==> config.mk <==
export PLATFORM = sky130hd
export DESIGN_NAME = can_fd_packet_reassembler
export DESIGN_NICKNAME = d
export VERILOG_FILES = /design/src/rtl/cfdr_pkg.sv /design/src/rtl/cfdr_in_stage.sv /design/src/rtl/cfdr_core.sv /design/src/rtl/can_fd_packet_reassembler.sv
export VERILOG_INCLUDE_DIRS = /design/src /design/src/rtl
export SDC_FILE = /design/constraint.sdc
export NUM_CORES = 1
export LEC_CHECK = 0
export BUFFER_PORTS_ARGS = -buffer_cell sky130_fd_sc_hd__buf_2
export CAP_MARGIN = 20
export CORE_AREA = 3 3 127 80
export CTS_BUF_LIST = sky130_fd_sc_hd__clkbuf_16
export CTS_CLUSTER_SIZE = 8
export DETAILED_ROUTE_END_ITERATION = 8
export DIE_AREA = 0 0 130 83
export PLACE_DENSITY = 0.79
export SYNTH_ARGS = -nofsm -noshare
export SYNTH_HDL_FRONTEND = slang
export SYNTH_SLANG_ARGS = --single-unit
export TNS_END_PERCENT = 10
==> constraint.sdc <==
create_clock -name clk -period 5.71 [get_ports clk]
set_input_delay 0.2855 -clock clk [delete_from_list [all_inputs] [get_ports clk]]
set_output_delay 0.2855 -clock clk [all_outputs]
set_load 0.01 [all_outputs]
==> src/rtl/can_fd_packet_reassembler_assert.svh <==
// Assertion macros for the CAN FD packet reassembler.
// Included by the modules that carry concurrent assertions; no other dependencies.
`ifndef CAN_FD_PACKET_REASSEMBLER_ASSERT_SVH
`define CAN_FD_PACKET_REASSEMBLER_ASSERT_SVH

`ifndef NO_ASSERTIONS
`define CFDR_ASSERT(label, prop) \
  label: assert property (@(posedge clk) disable iff (rst) (prop)) \
    else $error("CFDR assertion failed");
`define CFDR_ASSERT_NEXT(label, cond, prop) \
  label: assert property (@(posedge clk) disable iff (rst) (cond) |=> (prop)) \
    else $error("CFDR assertion failed");
`else
`define CFDR_ASSERT(label, prop)
`define CFDR_ASSERT_NEXT(label, cond, prop)
`endif

`endif

==> src/rtl/cfdr_pkg.sv <==
// Shared constants, types and helper function of the CAN FD packet reassembler.
// No dependencies.
package cfdr_pkg;

  localparam int FRAME_BYTES  = 64;
  localparam int HEADER_BYTES = 8;
  localparam int MAX_FRAMES   = (255 + HEADER_BYTES + FRAME_BYTES - 1) / FRAME_BYTES;
  localparam int FN_W         = $clog2(MAX_FRAMES + 1);
  localparam int OFF_W        = $clog2(MAX_FRAMES * FRAME_BYTES);
  localparam int CMP_W        = OFF_W + 1;

  localparam logic [7:0] MARKER_RESET = 8'd254;

  typedef struct packed {
    logic [7:0] frame_byte;
    logic [5:0] byte_pos;
    logic       is_data_frame;
  } item_t;

  typedef struct packed {
    logic        valid;
    logic [7:0]  packet_byte;
    logic [8:0]  packet_offset;
    logic        last_of_packet;
    logic [15:0] packets_done;
  } result_t;

  function automatic logic [FN_W-1:0] frames_for(logic [7:0] len);
    logic [9:0] sum;
    sum = {2'b00, len} + 10'(HEADER_BYTES + FRAME_BYTES - 1);
    return FN_W'(sum / FRAME_BYTES);
  endfunction

endpackage

==> src/rtl/cfdr_in_stage.sv <==
// Input register of the CAN FD packet reassembler: holds one beat until the core takes it.
// Depends on cfdr_pkg.
module cfdr_in_stage (
  input  logic            clk,
  input  logic            rst,
  input  logic            in_valid,
  output logic            in_ready,
  input  cfdr_pkg::item_t in_item,
  output logic            held_valid,
  output cfdr_pkg::item_t held_item,
  input  logic            take
);

  assign in_ready = !held_valid || take;

  always_ff @(posedge clk) begin
    if (rst) begin
      held_valid <= 1'b0;
    end else if (in_ready) begin
      held_valid <= in_valid;
    end
  end

  always_ff @(posedge clk) begin
    if (in_ready && in_valid) begin
      held_item <= in_item;
    end
  end

endmodule

==> src/rtl/cfdr_core.sv <==
// Packet state and per-byte decision of the CAN FD packet reassembler.
// Depends on cfdr_pkg and can_fd_packet_reassembler_assert.svh.
`include "can_fd_packet_reassembler_assert.svh"

module cfdr_core (
  input  logic              clk,
  input  logic              rst,
  input  logic [7:0]        start_marker,
  input  cfdr_pkg::item_t   item,
  input  logic              step,
  output cfdr_pkg::result_t res
);

  logic                      collecting;
  logic                      frame_taken;
  logic [7:0]                payload_len;
  logic [cfdr_pkg::FN_W-1:0] frames_needed;
  logic [cfdr_pkg::FN_W-1:0] frame_number;
  logic [15:0]               completed_count;

  logic                      collecting_next;
  logic                      frame_taken_next;
  logic [7:0]                payload_len_next;
  logic [cfdr_pkg::FN_W-1:0] frames_needed_next;
  logic [cfdr_pkg::FN_W-1:0] frame_number_next;
  logic [15:0]               completed_count_next;

  logic [cfdr_pkg::CMP_W-1:0] offset;
  logic [cfdr_pkg::CMP_W-1:0] total;
  logic                       in_frame;
  logic                       last;

  always_comb begin
    collecting_next      = collecting;
    frame_taken_next     = frame_taken;
    payload_len_next     = payload_len;
    frames_needed_next   = frames_needed;
    frame_number_next    = frame_number;
    completed_count_next = completed_count;
    res                  = '0;
    last                 = 1'b0;

    if (item.byte_pos == 6'd0) begin
      frame_taken_next = 1'b0;
      if (collecting) begin
        if (({1'b0, frame_number} + {{cfdr_pkg::FN_W{1'b0}}, 1'b1}) >=
            {1'b0, frames_needed}) begin
          collecting_next = 1'b0;
        end else if (item.is_data_frame) begin
          frame_number_next = frame_number + 1'b1;
          frame_taken_next  = 1'b1;
        end
      end
      if (!collecting_next && item.is_data_frame && item.frame_byte == start_marker) begin
        collecting_next    = 1'b1;
        frame_taken_next   = 1'b1;
        frame_number_next  = '0;
        payload_len_next   = '0;
        frames_needed_next = cfdr_pkg::frames_for(8'd0);
      end
    end

    in_frame = {1'b0, item.byte_pos} < 7'(cfdr_pkg::FRAME_BYTES);

    if (frame_taken_next && collecting_next && in_frame) begin
      if (frame_number_next == '0 && item.byte_pos == 6'd1) begin
        payload_len_next   = item.frame_byte;
        frames_needed_next = cfdr_pkg::frames_for(item.frame_byte);
      end
    end

    offset = cfdr_pkg::CMP_W'(frame_number_next) * cfdr_pkg::CMP_W'(cfdr_pkg::FRAME_BYTES)
           + cfdr_pkg::CMP_W'(item.byte_pos);
    total  = cfdr_pkg::CMP_W'(payload_len_next) + cfdr_pkg::CMP_W'(cfdr_pkg::HEADER_BYTES);

    if (frame_taken_next && collecting_next && in_frame && offset < total) begin
      last = (offset == total - 1'b1);
      if (last) begin
        completed_count_next = completed_count + 16'd1;
        collecting_next      = 1'b0;
        frame_taken_next     = 1'b0;
      end
      res.valid          = 1'b1;
      res.packet_byte    = item.frame_byte;
      res.packet_offset  = offset[8:0];
      res.last_of_packet = last;
      res.packets_done   = completed_count_next;
    end
  end

  always_ff @(posedge clk) begin
    if (rst) begin
      collecting      <= 1'b0;
      frame_taken     <= 1'b0;
      payload_len     <= '0;
      frames_needed   <= cfdr_pkg::FN_W'(1);
      frame_number    <= '0;
      completed_count <= '0;
    end else if (step) begin
      collecting      <= collecting_next;
      frame_taken     <= frame_taken_next;
      payload_len     <= payload_len_next;
      frames_needed   <= frames_needed_next;
      frame_number    <= frame_number_next;
      completed_count <= completed_count_next;
    end
  end

  `CFDR_ASSERT_NEXT(a_last_closes, step && res.valid && res.last_of_packet, !collecting)
  `CFDR_ASSERT_NEXT(a_mid_keeps_open, step && res.valid && !res.last_of_packet, collecting)
  `CFDR_ASSERT(a_frame_in_range, !collecting || (frame_number < frames_needed))
  `CFDR_ASSERT(a_taken_needs_open, !frame_taken || collecting)

endmodule

==> src/rtl/can_fd_packet_reassembler.sv <==
// A beat accepted passes the input register and then the result register to the master side.
// Throughput: one beat per cycle unless m_tready stalls, set by the single input
// register feeding the result register; dropped bytes are taken but produce no output beat.
// Reset (rst, synchronous, active high): no packet open, count zero, marker 254.
// Depends on cfdr_pkg, cfdr_in_stage and cfdr_core.
module can_fd_packet_reassembler (
  input  logic        clk,
  input  logic        rst,
  input  logic        cfg_wr_en,
  input  logic [7:0]  cfg_wr_data,
  input  logic        s_tvalid,
  output logic        s_tready,
  input  logic [15:0] s_tdata,   // frame_byte [7:0], byte_pos [13:8], zero [15:14]
  input  logic        s_tuser,   // is_data_frame [0]
  output logic        m_tvalid,
  input  logic        m_tready,
  output logic [39:0] m_tdata,   // packet_byte [7:0], packet_offset [16:8],
                                 // packets_done [32:17], zero [39:33]
  output logic        m_tlast
);

  logic [7:0]        start_marker;
  cfdr_pkg::item_t   in_item;
  cfdr_pkg::item_t   held_item;
  logic              held_valid;
  logic              take;
  cfdr_pkg::result_t res;

  logic [7:0]  out_byte;
  logic [8:0]  out_offset;
  logic [15:0] out_done;

  always_ff @(posedge clk) begin
    if (rst) begin
      start_marker <= cfdr_pkg::MARKER_RESET;
    end else if (cfg_wr_en) begin
      start_marker <= cfg_wr_data;
    end
  end

  assign in_item.frame_byte    = s_tdata[7:0];
  assign in_item.byte_pos      = s_tdata[13:8];
  assign in_item.is_data_frame = s_tuser;

  assign take = held_valid && (!m_tvalid || m_tready);

  cfdr_in_stage u_in_stage (
    .clk        (clk),
    .rst        (rst),
    .in_valid   (s_tvalid),
    .in_ready   (s_tready),
    .in_item    (in_item),
    .held_valid (held_valid),
    .held_item  (held_item),
    .take       (take)
  );

  cfdr_core u_core (
    .clk          (clk),
    .rst          (rst),
    .start_marker (start_marker),
    .item         (held_item),
    .step         (take),
    .res          (res)
  );

  always_ff @(posedge clk) begin
    if (rst) begin
      m_tvalid <= 1'b0;
    end else if (!m_tvalid || m_tready) begin
      m_tvalid <= take && res.valid;
    end
  end

  always_ff @(posedge clk) begin
    if (take && res.valid) begin
      out_byte   <= res.packet_byte;
      out_offset <= res.packet_offset;
      out_done   <= res.packets_done;
      m_tlast    <= res.last_of_packet;
    end
  end

  assign m_tdata = {7'd0, out_done, out_offset, out_byte};

endmodule

==> run_results.csv, run 1 <==
group,metric,value,unit
synth,netlist_area,5180,um2
grt,overflow,0,
cells_and_area,nFillCells,714,
synth,async_reset_ff_frac,0,
detailed_routing,dr_total_vias,4546,
setup_path,crit_arrival,5670,ps
clock_network,clockRootBuffer,"clkbuf_16",
grt,grt_pass1_wl,22200,um
setup_path,critPathLaunch,"u_core.frame_number[0]",
floorplan,pin_count,73,
synth,yosys.area.top_type,"edfxtp_1",
sta,finalHoldViolations,0,
sta,finalHoldWorstSlack,114,ps
synth,ys_warn_count,0,
status,status,"complete, no violations",
detailed_routing,viasPerCell,6.26,
synth,synth_area_per_cell,9.80,um2
grt,grt_use_total,0.263,
clock_network,clock_path_buffers,2,
synth,synth_top_area_share,0.284,
clock_network,cts_tree,"done",
setup_path,rr_startpoint,"u_core.frame_number[0]",
grt,antenna_found_initial,0,
placement,portBuffers,63,
min_path,hold_class,"in -> reg",
run,maxCapViolCount,0,
detailed_routing,drt-pass1-iter-count,5,
clock_network,htreeDepth,3,
clock_network,cts.clk_slew.worst_paths,60,ps
cells_and_area,layout-drive-gt1-share,0.221,
power,irDropWorstVdd,0.000254,V
clock_network,clk_latency,340,ps
sta,setup_violations,0,
power,pwr_density_cell,236,nW/um2
power,leakage,0.00217,uW
sta,fin_tns_setup,0,ps
sta,worstMarginPinSlew,862,ps
placement,finalWeightedCongestion,0.935,
setup_path,path_class,"reg -> reg",
min_path,min_from,"s_tdata[1]",
floorplan,fp.dieH,83,um
synth,syn_inst,529,
floorplan,core_area,9090,um2
detailed_routing,final_antenna_net_count,0,
detailed_routing,wire_per_inst,18.9,um
setup_path,worst_setup_path_start_kind,"flop",
clock_network,numCtsBuffers,9,
synth,synthTopCellsByArea,"edfxtp_1 (28%), dfxtp_1 (16%), a21oi_1 (4.4%)",
setup_path,cp_data_required_time,5970,ps
floorplan,initial_core_util,0.571,
synth,ys_types,69,
detailed_routing,drtIter0Drc,597,
placement,detailed_place_hpwl,9910,um
sta,relSlewSlack,0.417,
cells_and_area,area_growth,16.1,%
setup_path,cp-end-kind,"flop",
cells_and_area,antenna_cells,0,
grt,grt_max_degree,44,
grt,grt_pass1_vias,4235,
cells_and_area,final_nets,652,
synth,synth-main-ff-cell,"edfxtp_1",
sta,fin_crit,5410,ps
floorplan,die_x,130,um
synth,synth-seq-cells,91,
sta,rsz0062_at_grt,"false",
detailed_routing,wl,13700,um
sta,fmax,185,MHz
sta,fin_crit_sh,0.948,
synth,synth_edf_count,49,
sta,finalMaxSlewViolations,0,
setup_path,cp_max_fo,10,
floorplan,rows,27,
sta,fin_worst_skew,4.78,ps
synth,ys_seq_area_frac,0.446,
detailed_routing,drc,0,
floorplan,dieArea,10800,um2
clock_network,cts.sinks,91,
routing by layer:
| metal | global-route usage | routed length (um) | up-vias |
|---|---|---|---|
| met2 | 0.346 | 5540 | 208 |
| met4 | 0.0566 | 130 | 0 |
| met1 | 0.420 | 6620 | 2178 |
| li1 | - | - | 2148 |
| met3 | 0.0784 | 1400 | 12 |
| met5 | 0 | 0 | - |
cells in the mapped netlist, types with 3 or more instances:
| library cell | n |
|---|---|
| a211o_1 | 8 |
| a211oi_1 | 6 |
| a211oi_2 | 3 |
| a21oi_1 | 46 |
| a22oi_1 | 8 |
| and2_1 | 19 |
| and3_1 | 11 |
| buf_2 | 13 |
| buf_4 | 7 |
| clkbuf_1 | 15 |
| dfxtp_1 | 42 |
| edfxtp_1 | 49 |
| ha_1 | 17 |
| inv_1 | 14 |
| nand2_1 | 25 |
| nand3_1 | 16 |
| nor2_1 | 40 |
| nor2b_1 | 12 |
| nor3_1 | 13 |
| nor4_4 | 3 |
| o211a_1 | 3 |
| o211ai_1 | 4 |
| o21a_1 | 7 |
| o21ai_0 | 12 |
| o31ai_1 | 28 |
| or2_2 | 4 |
| or3_1 | 4 |
| or4_1 | 30 |
| xnor2_1 | 10 |
| xor2_1 | 10 |
metrics by stage:
stage | instance area [um2] | utilization | std cells | power, uW | setup slack (ps)
after floorplan | 5210 | - | 535 | 844 | 587
after global placement | 5740 | 0.632 | 709 | 888 | 401
after detailed placement | 5740 | 0.632 | 709 | 894 | 301
after CTS | 6000 | 0.661 | 725 | 1420 | 257
after global routing | 6020 | 0.663 | 726 | 1470 | 0.978
final | 6020 | 0.663 | 726 | 1420 | 298
repair_timing:
action,in CTS,in global routing
gates resized for setup,0,3
setup buffers,0,1
hold buffers,0,0
setup endpoints to repair,0,14
kinds of logic after synthesis:
family	Yosys count	synth area share
other	1	0.000723
adders and majority gates	17	0.0410
DFF	91	0.446
muxes	2	0.00410
AOI/OAI and AO/OA	149	0.200
xor gates and xnor gates	20	0.0338
buffers and inverters	50	0.0446
and+or+nand+nor	199	0.230
power breakdown:
part	leakage [uW]	internal [uW]	switching (uW)	total, uW
sequential	0.000794	702	21.2	723
clock	0.000121	289	246	535
combinational	0.00125	62.6	103	166
area by class of cell:
| cell class | count | area, um2 | share of cell area |
|---|---|---|---|
| multi-input cells | 394 | 2680 | 0.445 |
| flip-flops and latches | 91 | 2310 | 0.384 |
| repair buffers | 95 | 568 | 0.0943 |
| clock buffers | 9 | 225 | 0.0374 |
| well taps | 116 | 145 | 0.0241 |
| inverters | 14 | 52.6 | 0.00873 |
| clock inverters | 7 | 37.5 | 0.00623 |
path summary, 6_finish.rpt:
path | depth (start not counted) | slack, ps | end
worst min-delay path | 1 | 110 | u_in_stage.held_item[8]
worst max register to register | 22 | 300 | u_core.completed_count[3]
worst max-delay path | 22 | 300 | u_core.completed_count[3]
worst min register to register | 2 | 470 | u_core.frames_needed[2]
cells in the final DEF (no fill, tap or decap), types with 15 or more instances in the layout:
master / instances
and2_1: 19
buf_4: 31
a21oi_1: 46
inv_1: 15
nor2_1: 39
edfxtp_1: 49
o31ai_1: 28
ha_1: 17
buf_2: 63
or4_1: 30
dfxtp_1: 42
nand2_1: 25
nand3_1: 16
flip-flops by register name (all words and copies together), names as in the netlist, 3 cells and up:
name	count
out_done	16
u_core.completed_count	16
u_in_stage.held_item	15
out_offset	9
out_byte	8
start_marker	8
u_core.payload_len	8
u_core.frame_number	3
u_core.frames_needed	3
worst max-delay path: stages, from the launching register on:
cell and delay (ps):
dfxtp_1 310, ha_1 200, nor2b_1 140, or2_2 300, ha_1 260, o21ai_0 100
o21ai_1 250, nor2_2 100, o211ai_1 290, o21ai_0 190, ha_1 280, inv_1 100
a211oi_2 50, or2_2 320, ha_1 290, a21oi_1 160, a21oi_1 100, or4_1 600
a211oi_4 240, o311ai_2 190, buf_4 210, or4_1 470, a21oi_1 170
Power figures use the tool's default switching activity.
==> inputs of run 2 (changes only) <==
--- a/config.mk
+++ b/config.mk
@@ -16,2 +16,3 @@
 export PLACE_DENSITY = 0.79
+export SKIP_LAST_GASP = 1
 export SYNTH_ARGS = -nofsm -noshare
==> constraint.sdc (replaced) <==
create_clock -name clk -period 5.71 [get_ports clk]
set_input_delay 1.4275 -clock clk [delete_from_list [all_inputs] [get_ports clk]]
set_output_delay 1.4275 -clock clk [all_outputs]
set_load 0.01 [all_outputs]
==> run 2 against run 1 <==
  * First-iteration DRC count up 13%
  * Clock skew up 1.8 ps
  * Count of clock-buffer cells in the layout unchanged
  * Sequential share of layout area down 0.21 points
  * Non-clock buffer count down 4
  * Sequential power about the same
  * Design area up 0.56%
  * Maximum frequency about the same
  * Die area unchanged
==> run_results.csv, run 2 (same netlist as run 1, synthesis figures left out) <==
group,metric,value,unit
clock_network,cts.sinks,91,
setup_path,cp-end-kind,"flop",
clock_network,clk_latency,350,ps
sta,worstMarginPinSlew,846,ps
grt,overflow,0,
setup_path,cp_common_cell,"ha_1",
detailed_routing,viasPerCell,6.30,
setup_path,cp_data_required_time,5970,ps
detailed_routing,wire_per_inst,18.8,um
clock_network,cts_tree,"done",
floorplan,fp.dieH,83,um
sta,fin_crit_sh,0.947,
placement,portBuffers,63,
detailed_routing,drt-pass1-iter-count,5,
cells_and_area,regArea,2310,um2
sta,fmax,185,MHz
sta,fin_worst_skew,6.53,ps
grt,grt_pass1_wl,22200,um
detailed_routing,final_antenna_net_count,0,
power,irDropWorstVdd,0.000206,V
power,p_seq_frac,0.486,
setup_path,crit_family,"simple AND/OR/NAND/NOR gates",
detailed_routing,drtIter0Drc,675,
cells_and_area,final_nets,648,
setup_path,rr_startpoint,"u_core.frame_number[0]",
grt,grt_pass1_vias,4182,
cells_and_area,multi_input_area,2680,um2
placement,placedCellCount,706,
setup_path,path_class,"reg -> reg",
clock_network,clock_path_buffers,2,
floorplan,rows,27,
status,status,"complete, no violations",
setup_path,crit_end,"u_core.completed_count[10]",
setup_path,crit_chain,"ha_1, nor2b_1, or2_2, ha_1, o21ai_0, o21ai_1, nor2_2, nor2_1, nor2_1, a22o_1, ha_1, inv_1, a211oi_2, or2_2, ha_1, a21oi_1, a21oi_1, or4_1, a211oi_2, o311ai_2, buf_12, or4_1, a21oi_1",
floorplan,core_area,9090,um2
setup_path,crit_cells,23,
detailed_routing,wl,13600,um
cells_and_area,layout-drive-gt1-share,0.223,
floorplan,die_x,130,um
floorplan,dieArea,10800,um2
setup_path,worst_setup_path_start_kind,"flop",
cells_and_area,final_cell_mix,"buf_2 (63), edfxtp_1 (49), a21oi_1 (46), dfxtp_1 (42), nor2_1 (39)",
sta,rsz0062_at_grt,"false",
detailed_routing,drc,0,
sta,relSlewSlack,0.436,
setup_path,r2r-end,"u_core.completed_count[10]",
setup_path,r2r_slack,300,ps
grt,antenna_found_initial,0,
clock_network,numCtsBuffers,9,
sta,fin_crit,5410,ps
min_path,hold_class,"reg -> reg",
placement,detailed_place_hpwl,9980,um
sta,finalMaxSlewViolations,0,
power,p_sw_frac,0.256,
cells_and_area,fin_cells,722,
grt,grt_max_degree,44,
floorplan,initial_core_util,0.571,
setup_path,cp_max_fo,29,
placement,finalWeightedCongestion,0.942,
sta,setup_violations,0,
power,leakage,0.00218,uW
power,intPower,1110,uW
cells_and_area,mostFrequentLayoutCell,"buf_2",
floorplan,pin_count,73,
cells_and_area,reg.largest.list,"out_done (16), u_core.completed_count (16), u_in_stage.held_item (15)",
setup_path,crit_arrival,5670,ps
clock_network,htreeDepth,3,
clock_network,clockRootBuffer,"clkbuf_16",
cells_and_area,area_growth,16.8,%
sta,finalHoldWorstSlack,458,ps
setup_path,slowest_stage,"or4_1",
setup_path,critPathLaunch,"u_core.frame_number[0]",
setup_path,cpPeakStageDelay,550,ps
power,comb_power_share,0.111,
grt,grt_use_total,0.263,
setup_path,path_buf_inv,2,
sta,finalHoldViolations,0,
power,p_total,1490,uW
clock_network,ctsHoldBuffers,0,
cells_and_area,nFillCells,735,
sta,fin_tns_setup,0,ps
clock_network,cts.clk_slew.worst_paths,70,ps
power,clkPwrFrac,0.402,
detailed_routing,dr_total_vias,4546,
run,maxCapViolCount,0,
power,p_switching,381,uW
cells_and_area,antenna_cells,0,
power,pwr_density_cell,246,nW/um2
setup_path,ff2ff_path_depth,23,
## run 2: per-layer routing
metal | share of wire | up-vias | wire length (um) | GRT usage
met4 | 0.012 | 0 | 162 | 0.0670
met5 | 0 | - | 0 | 0
li1 | - | 2150 | - | -
met1 | 0.47 | 2145 | 6360 | 0.414
met3 | 0.11 | 18 | 1540 | 0.0790
met2 | 0.41 | 233 | 5550 | 0.347
## run 2: stage by stage
| stage | worst slack [ps] | cell area (um2) | utilization |
|---|---|---|---|
| after floorplan | 587 | 5210 | - |
| after global placement | 365 | 5740 | 0.632 |
| after detailed placement | 287 | 5740 | 0.632 |
| after CTS | 244 | 6040 | 0.665 |
| after global routing | 19.1 | 6060 | 0.666 |
| final | 301 | 6060 | 0.666 |
## run 2: tightest hold or removal path, delay by kind of cell, from the launching register on
kind	cells	cell delay [ps]
DFF	1	310
and+or+nand+nor	1	50
AOI/OAI and AO/OA	1	50
## run 2: area by class of cell
class / count / area share
Clock buffer: 9 / 0.0372
Timing Repair Buffer: 91 / 0.0930
Inverter: 14 / 0.00868
Tap cell: 116 / 0.0240
Multi-Input combinational cell: 394 / 0.443
Clock inverter: 7 / 0.0124
Sequential cell: 91 / 0.382
## run 2: how the worst min path moves through the flow
stage,start,depth (start not counted),slack [ps],end
final,u_core.frames_needed[2],2,460,u_core.frames_needed[2]
after global routing,u_core.frames_needed[2],2,480,u_core.frames_needed[2]
after CTS,u_core.frames_needed[2],2,460,u_core.frames_needed[2]
after detailed placement,u_core.frames_needed[2],2,450,u_core.frames_needed[2]
after global placement,u_core.frames_needed[2],2,440,u_core.frames_needed[2]
after floorplan,u_core.frames_needed[2],2,430,u_core.frames_needed[2]
## run 2: power groups by stage
stage / combinational, uW / sequential, uW / clock, uW
global route: 182 / 725 / 640
detailed placement: 160 / 737 / 0
floorplan: 116 / 728 / 0
finish: 166 / 724 / 599
global placement: 156 / 736 / 0
CTS: 162 / 722 / 610
## run 2: what timing repair did
action / in CTS / in global routing
buffers inserted: 0 / 0
resized for setup: 0 / 3
endpoints found under the setup margin: 0 / 14
==> inputs of run 3 (changes only) <==
- CORE_AREA: 3 3 127 80 -> 3 3 190 118
- DIE_AREA: 0 0 130 83 -> 0 0 193 121
- PLACE_DENSITY: 0.79 -> default
==> run 3 against run 2 <==
  * Power is 2.9% lower
  * First-iteration DRC count is 51% lower
  * Die area is 120% higher
  * Cell count is 23% higher
  * Maximum frequency is 2.4% higher
  * Sequential share of layout area is 1.1 points lower
  * Highest routed layer unchanged
==> run_results.csv, run 3 (same netlist as run 1, synthesis figures left out) <==
group,metric,value,unit
grt,grt_use_total,0.129,
grt,grt_busiest_layer,"met1",
setup_path,crit_chain,"ha_1, nor2b_1, or2_2, ha_1, o21ai_0, o21ai_1, nor2_2, nor2_1, nor2_1, a22o_1, ha_1, inv_1, o211a_1, or2_2, ha_1, a21oi_1, a21oi_1, or4_1, a211oi_2, o311ai_2, buf_12, or4_1, a21oi_1",
grt,grtUsageMet3,0.0445,
clock_network,clockRootBuffer,"clkbuf_16",
detailed_routing,drc,0,
cells_and_area,antenna_cells,0,
detailed_routing,drt-pass1-iter-count,5,
clock_network,cts.clk_slew.worst_paths,70,ps
setup_path,cp_common_cell,"ha_1",
detailed_routing,dr_total_vias,4334,
grt,grt_max_degree,44,
sta,fin_crit_sh,0.925,
clock_network,clk_latency,360,ps
cells_and_area,layout-drive-gt1-share,0.221,
floorplan,initial_core_util,0.249,
min_path,hold_class,"reg -> reg",
sta,fmax,189,MHz
cells_and_area,final_nets,649,
setup_path,cp_max_fo,28,
cells_and_area,area_growth,20.2,%
detailed_routing,drtIter0Drc,334,
placement,portBuffers,63,
detailed_routing,wl,14300,um
setup_path,worst_setup_path_start_kind,"flop",
cells_and_area,final_cell_mix,"buf_2 (63), edfxtp_1 (49), a21oi_1 (46), dfxtp_1 (42), nor2_1 (39)",
clock_network,clock_path_buffers,2,
floorplan,die_x,193,um
setup_path,slowest_stage,"or4_1",
min_path,min_from,"u_core.frames_needed[2]",
clock_network,numCtsBuffers,9,
sta,worstMarginPinSlew,899,ps
placement,finalWeightedCongestion,0.894,
sta,fin_crit,5280,ps
power,clkPwrFrac,0.390,
grt,overflow,0,
grt,antenna_found_initial,0,
floorplan,pin_count,73,
cells_and_area,design_area,6230,um2
min_path,whs_path_depth,2,
detailed_routing,wire_per_inst,16.2,um
sta,finalHoldViolations,0,
setup_path,rr_startpoint,"u_core.frame_number[0]",
setup_path,critPathLaunch,"u_core.frame_number[0]",
min_path,hold_path_end,"u_core.frames_needed[2]",
sta,fin_worst_skew,9.30,ps
setup_path,r2r_slack,430,ps
cells_and_area,mostFrequentLayoutCell,"buf_2",
cells_and_area,reg.largest.list,"out_done (16), u_core.completed_count (16), u_in_stage.held_item (15)",
detailed_routing,final_antenna_net_count,0,
setup_path,ff2ff_path_depth,23,
power,p_switching,387,uW
setup_path,cpPeakStageDelay,570,ps
grt,grt_pass1_vias,4013,
run,maxCapViolCount,0,
setup_path,path_class,"reg -> reg",
sta,fin_tns_setup,0,ps
clock_network,htreeDepth,3,
setup_path,cp_data_required_time,6000,ps
power,p_seq_frac,0.499,
power,p_total,1450,uW
sta,setup_violations,0,
grt,use_met1,0.206,
power,pwr_density_cell,232,nW/um2
clock_network,ctsHoldBuffers,0,
setup_path,crit_arrival,5570,ps
floorplan,core_area,20800,um2
power,p_sw_frac,0.268,
placement,dpl-instance-area,5960,um2
floorplan,rows,41,
grt,grt_pass1_wl,22800,um
detailed_routing,viasPerCell,4.89,
setup_path,cp-end-kind,"flop",
status,status,"complete, no violations",
floorplan,dieArea,23400,um2
sta,rsz0062_at_grt,"false",
power,comb_power_share,0.111,
power,intPower,1060,uW
clock_network,cts.sinks,91,
sta,finalMaxSlewViolations,0,
sta,relSlewSlack,0.400,
setup_path,r2r-end,"u_core.completed_count[11]",
power,leakage,0.00219,uW
clock_network,cts_tree,"done",
power,irDropWorstVdd,0.000113,V
placement,detailed_place_hpwl,10500,um
grt,gr-usage-met2,0.158,
floorplan,fp.dieH,121,um
-- run 3: critical path: cells and delay by family (launching register included) --
family                     cells  cell delay (ps)
and+or+nand+nor                8             2230
AOI/OAI and AO/OA              9             1410
adders and majority gates      4              960
DFF                            1              320
buffers and inverters          2              280
-- run 3: routing by layer --
metal  up-vias  share of wire
li1       2145              -
met2       125           0.36
met3        15          0.083
met5         -              0
met4         0          0.014
met1      2049           0.54
-- run 3: layout make-up --
class,instances,area (um2)
clock buffers,9,225
clock inverters,7,45.0
fillers,2212,14600
inverters,14,52.6
multi-input cells,394,2680
flip-flops and latches,91,2310
well taps,279,349
repair buffers,92,571
-- run 3: metrics by stage --
| step | util | hold WS [ps] | std cells | setup WS [ps] |
|---|---|---|---|---|
| 2_1_floorplan | - | 432 | 535 | 587 |
| 3_3_place_gp | 0.286 | 444 | 870 | 414 |
| 3_5_place_dp | 0.286 | 456 | 870 | 392 |
| 4_1_cts | 0.299 | 467 | 886 | 334 |
| 5_1_grt | 0.299 | 493 | 886 | 23.4 |
| 6_report | 0.299 | 465 | 886 | 429 |
-- run 3: worst max path at each step --
stage | end | slack (ps)
floorplan | m_tlast | 590
global placement | u_core.completed_count[11] | 410
detailed placement | u_core.completed_count[11] | 390
CTS | u_core.completed_count[11] | 330
global route | u_core.completed_count[11] | 20
finish | u_core.completed_count[11] | 430
-- run 3: power by group through the flow --
stage,clock [uW],combinational (uW),sequential (uW)
finish,563,161,721
global route,612,182,723
CTS,580,160,722
detailed placement,0,159,736
global placement,0,158,736
floorplan,0,116,728
-- run 3: what timing repair did --
item	CTS	global route
resized for setup	0	2
setup endpoints to repair	0	13
buffers inserted	0	0
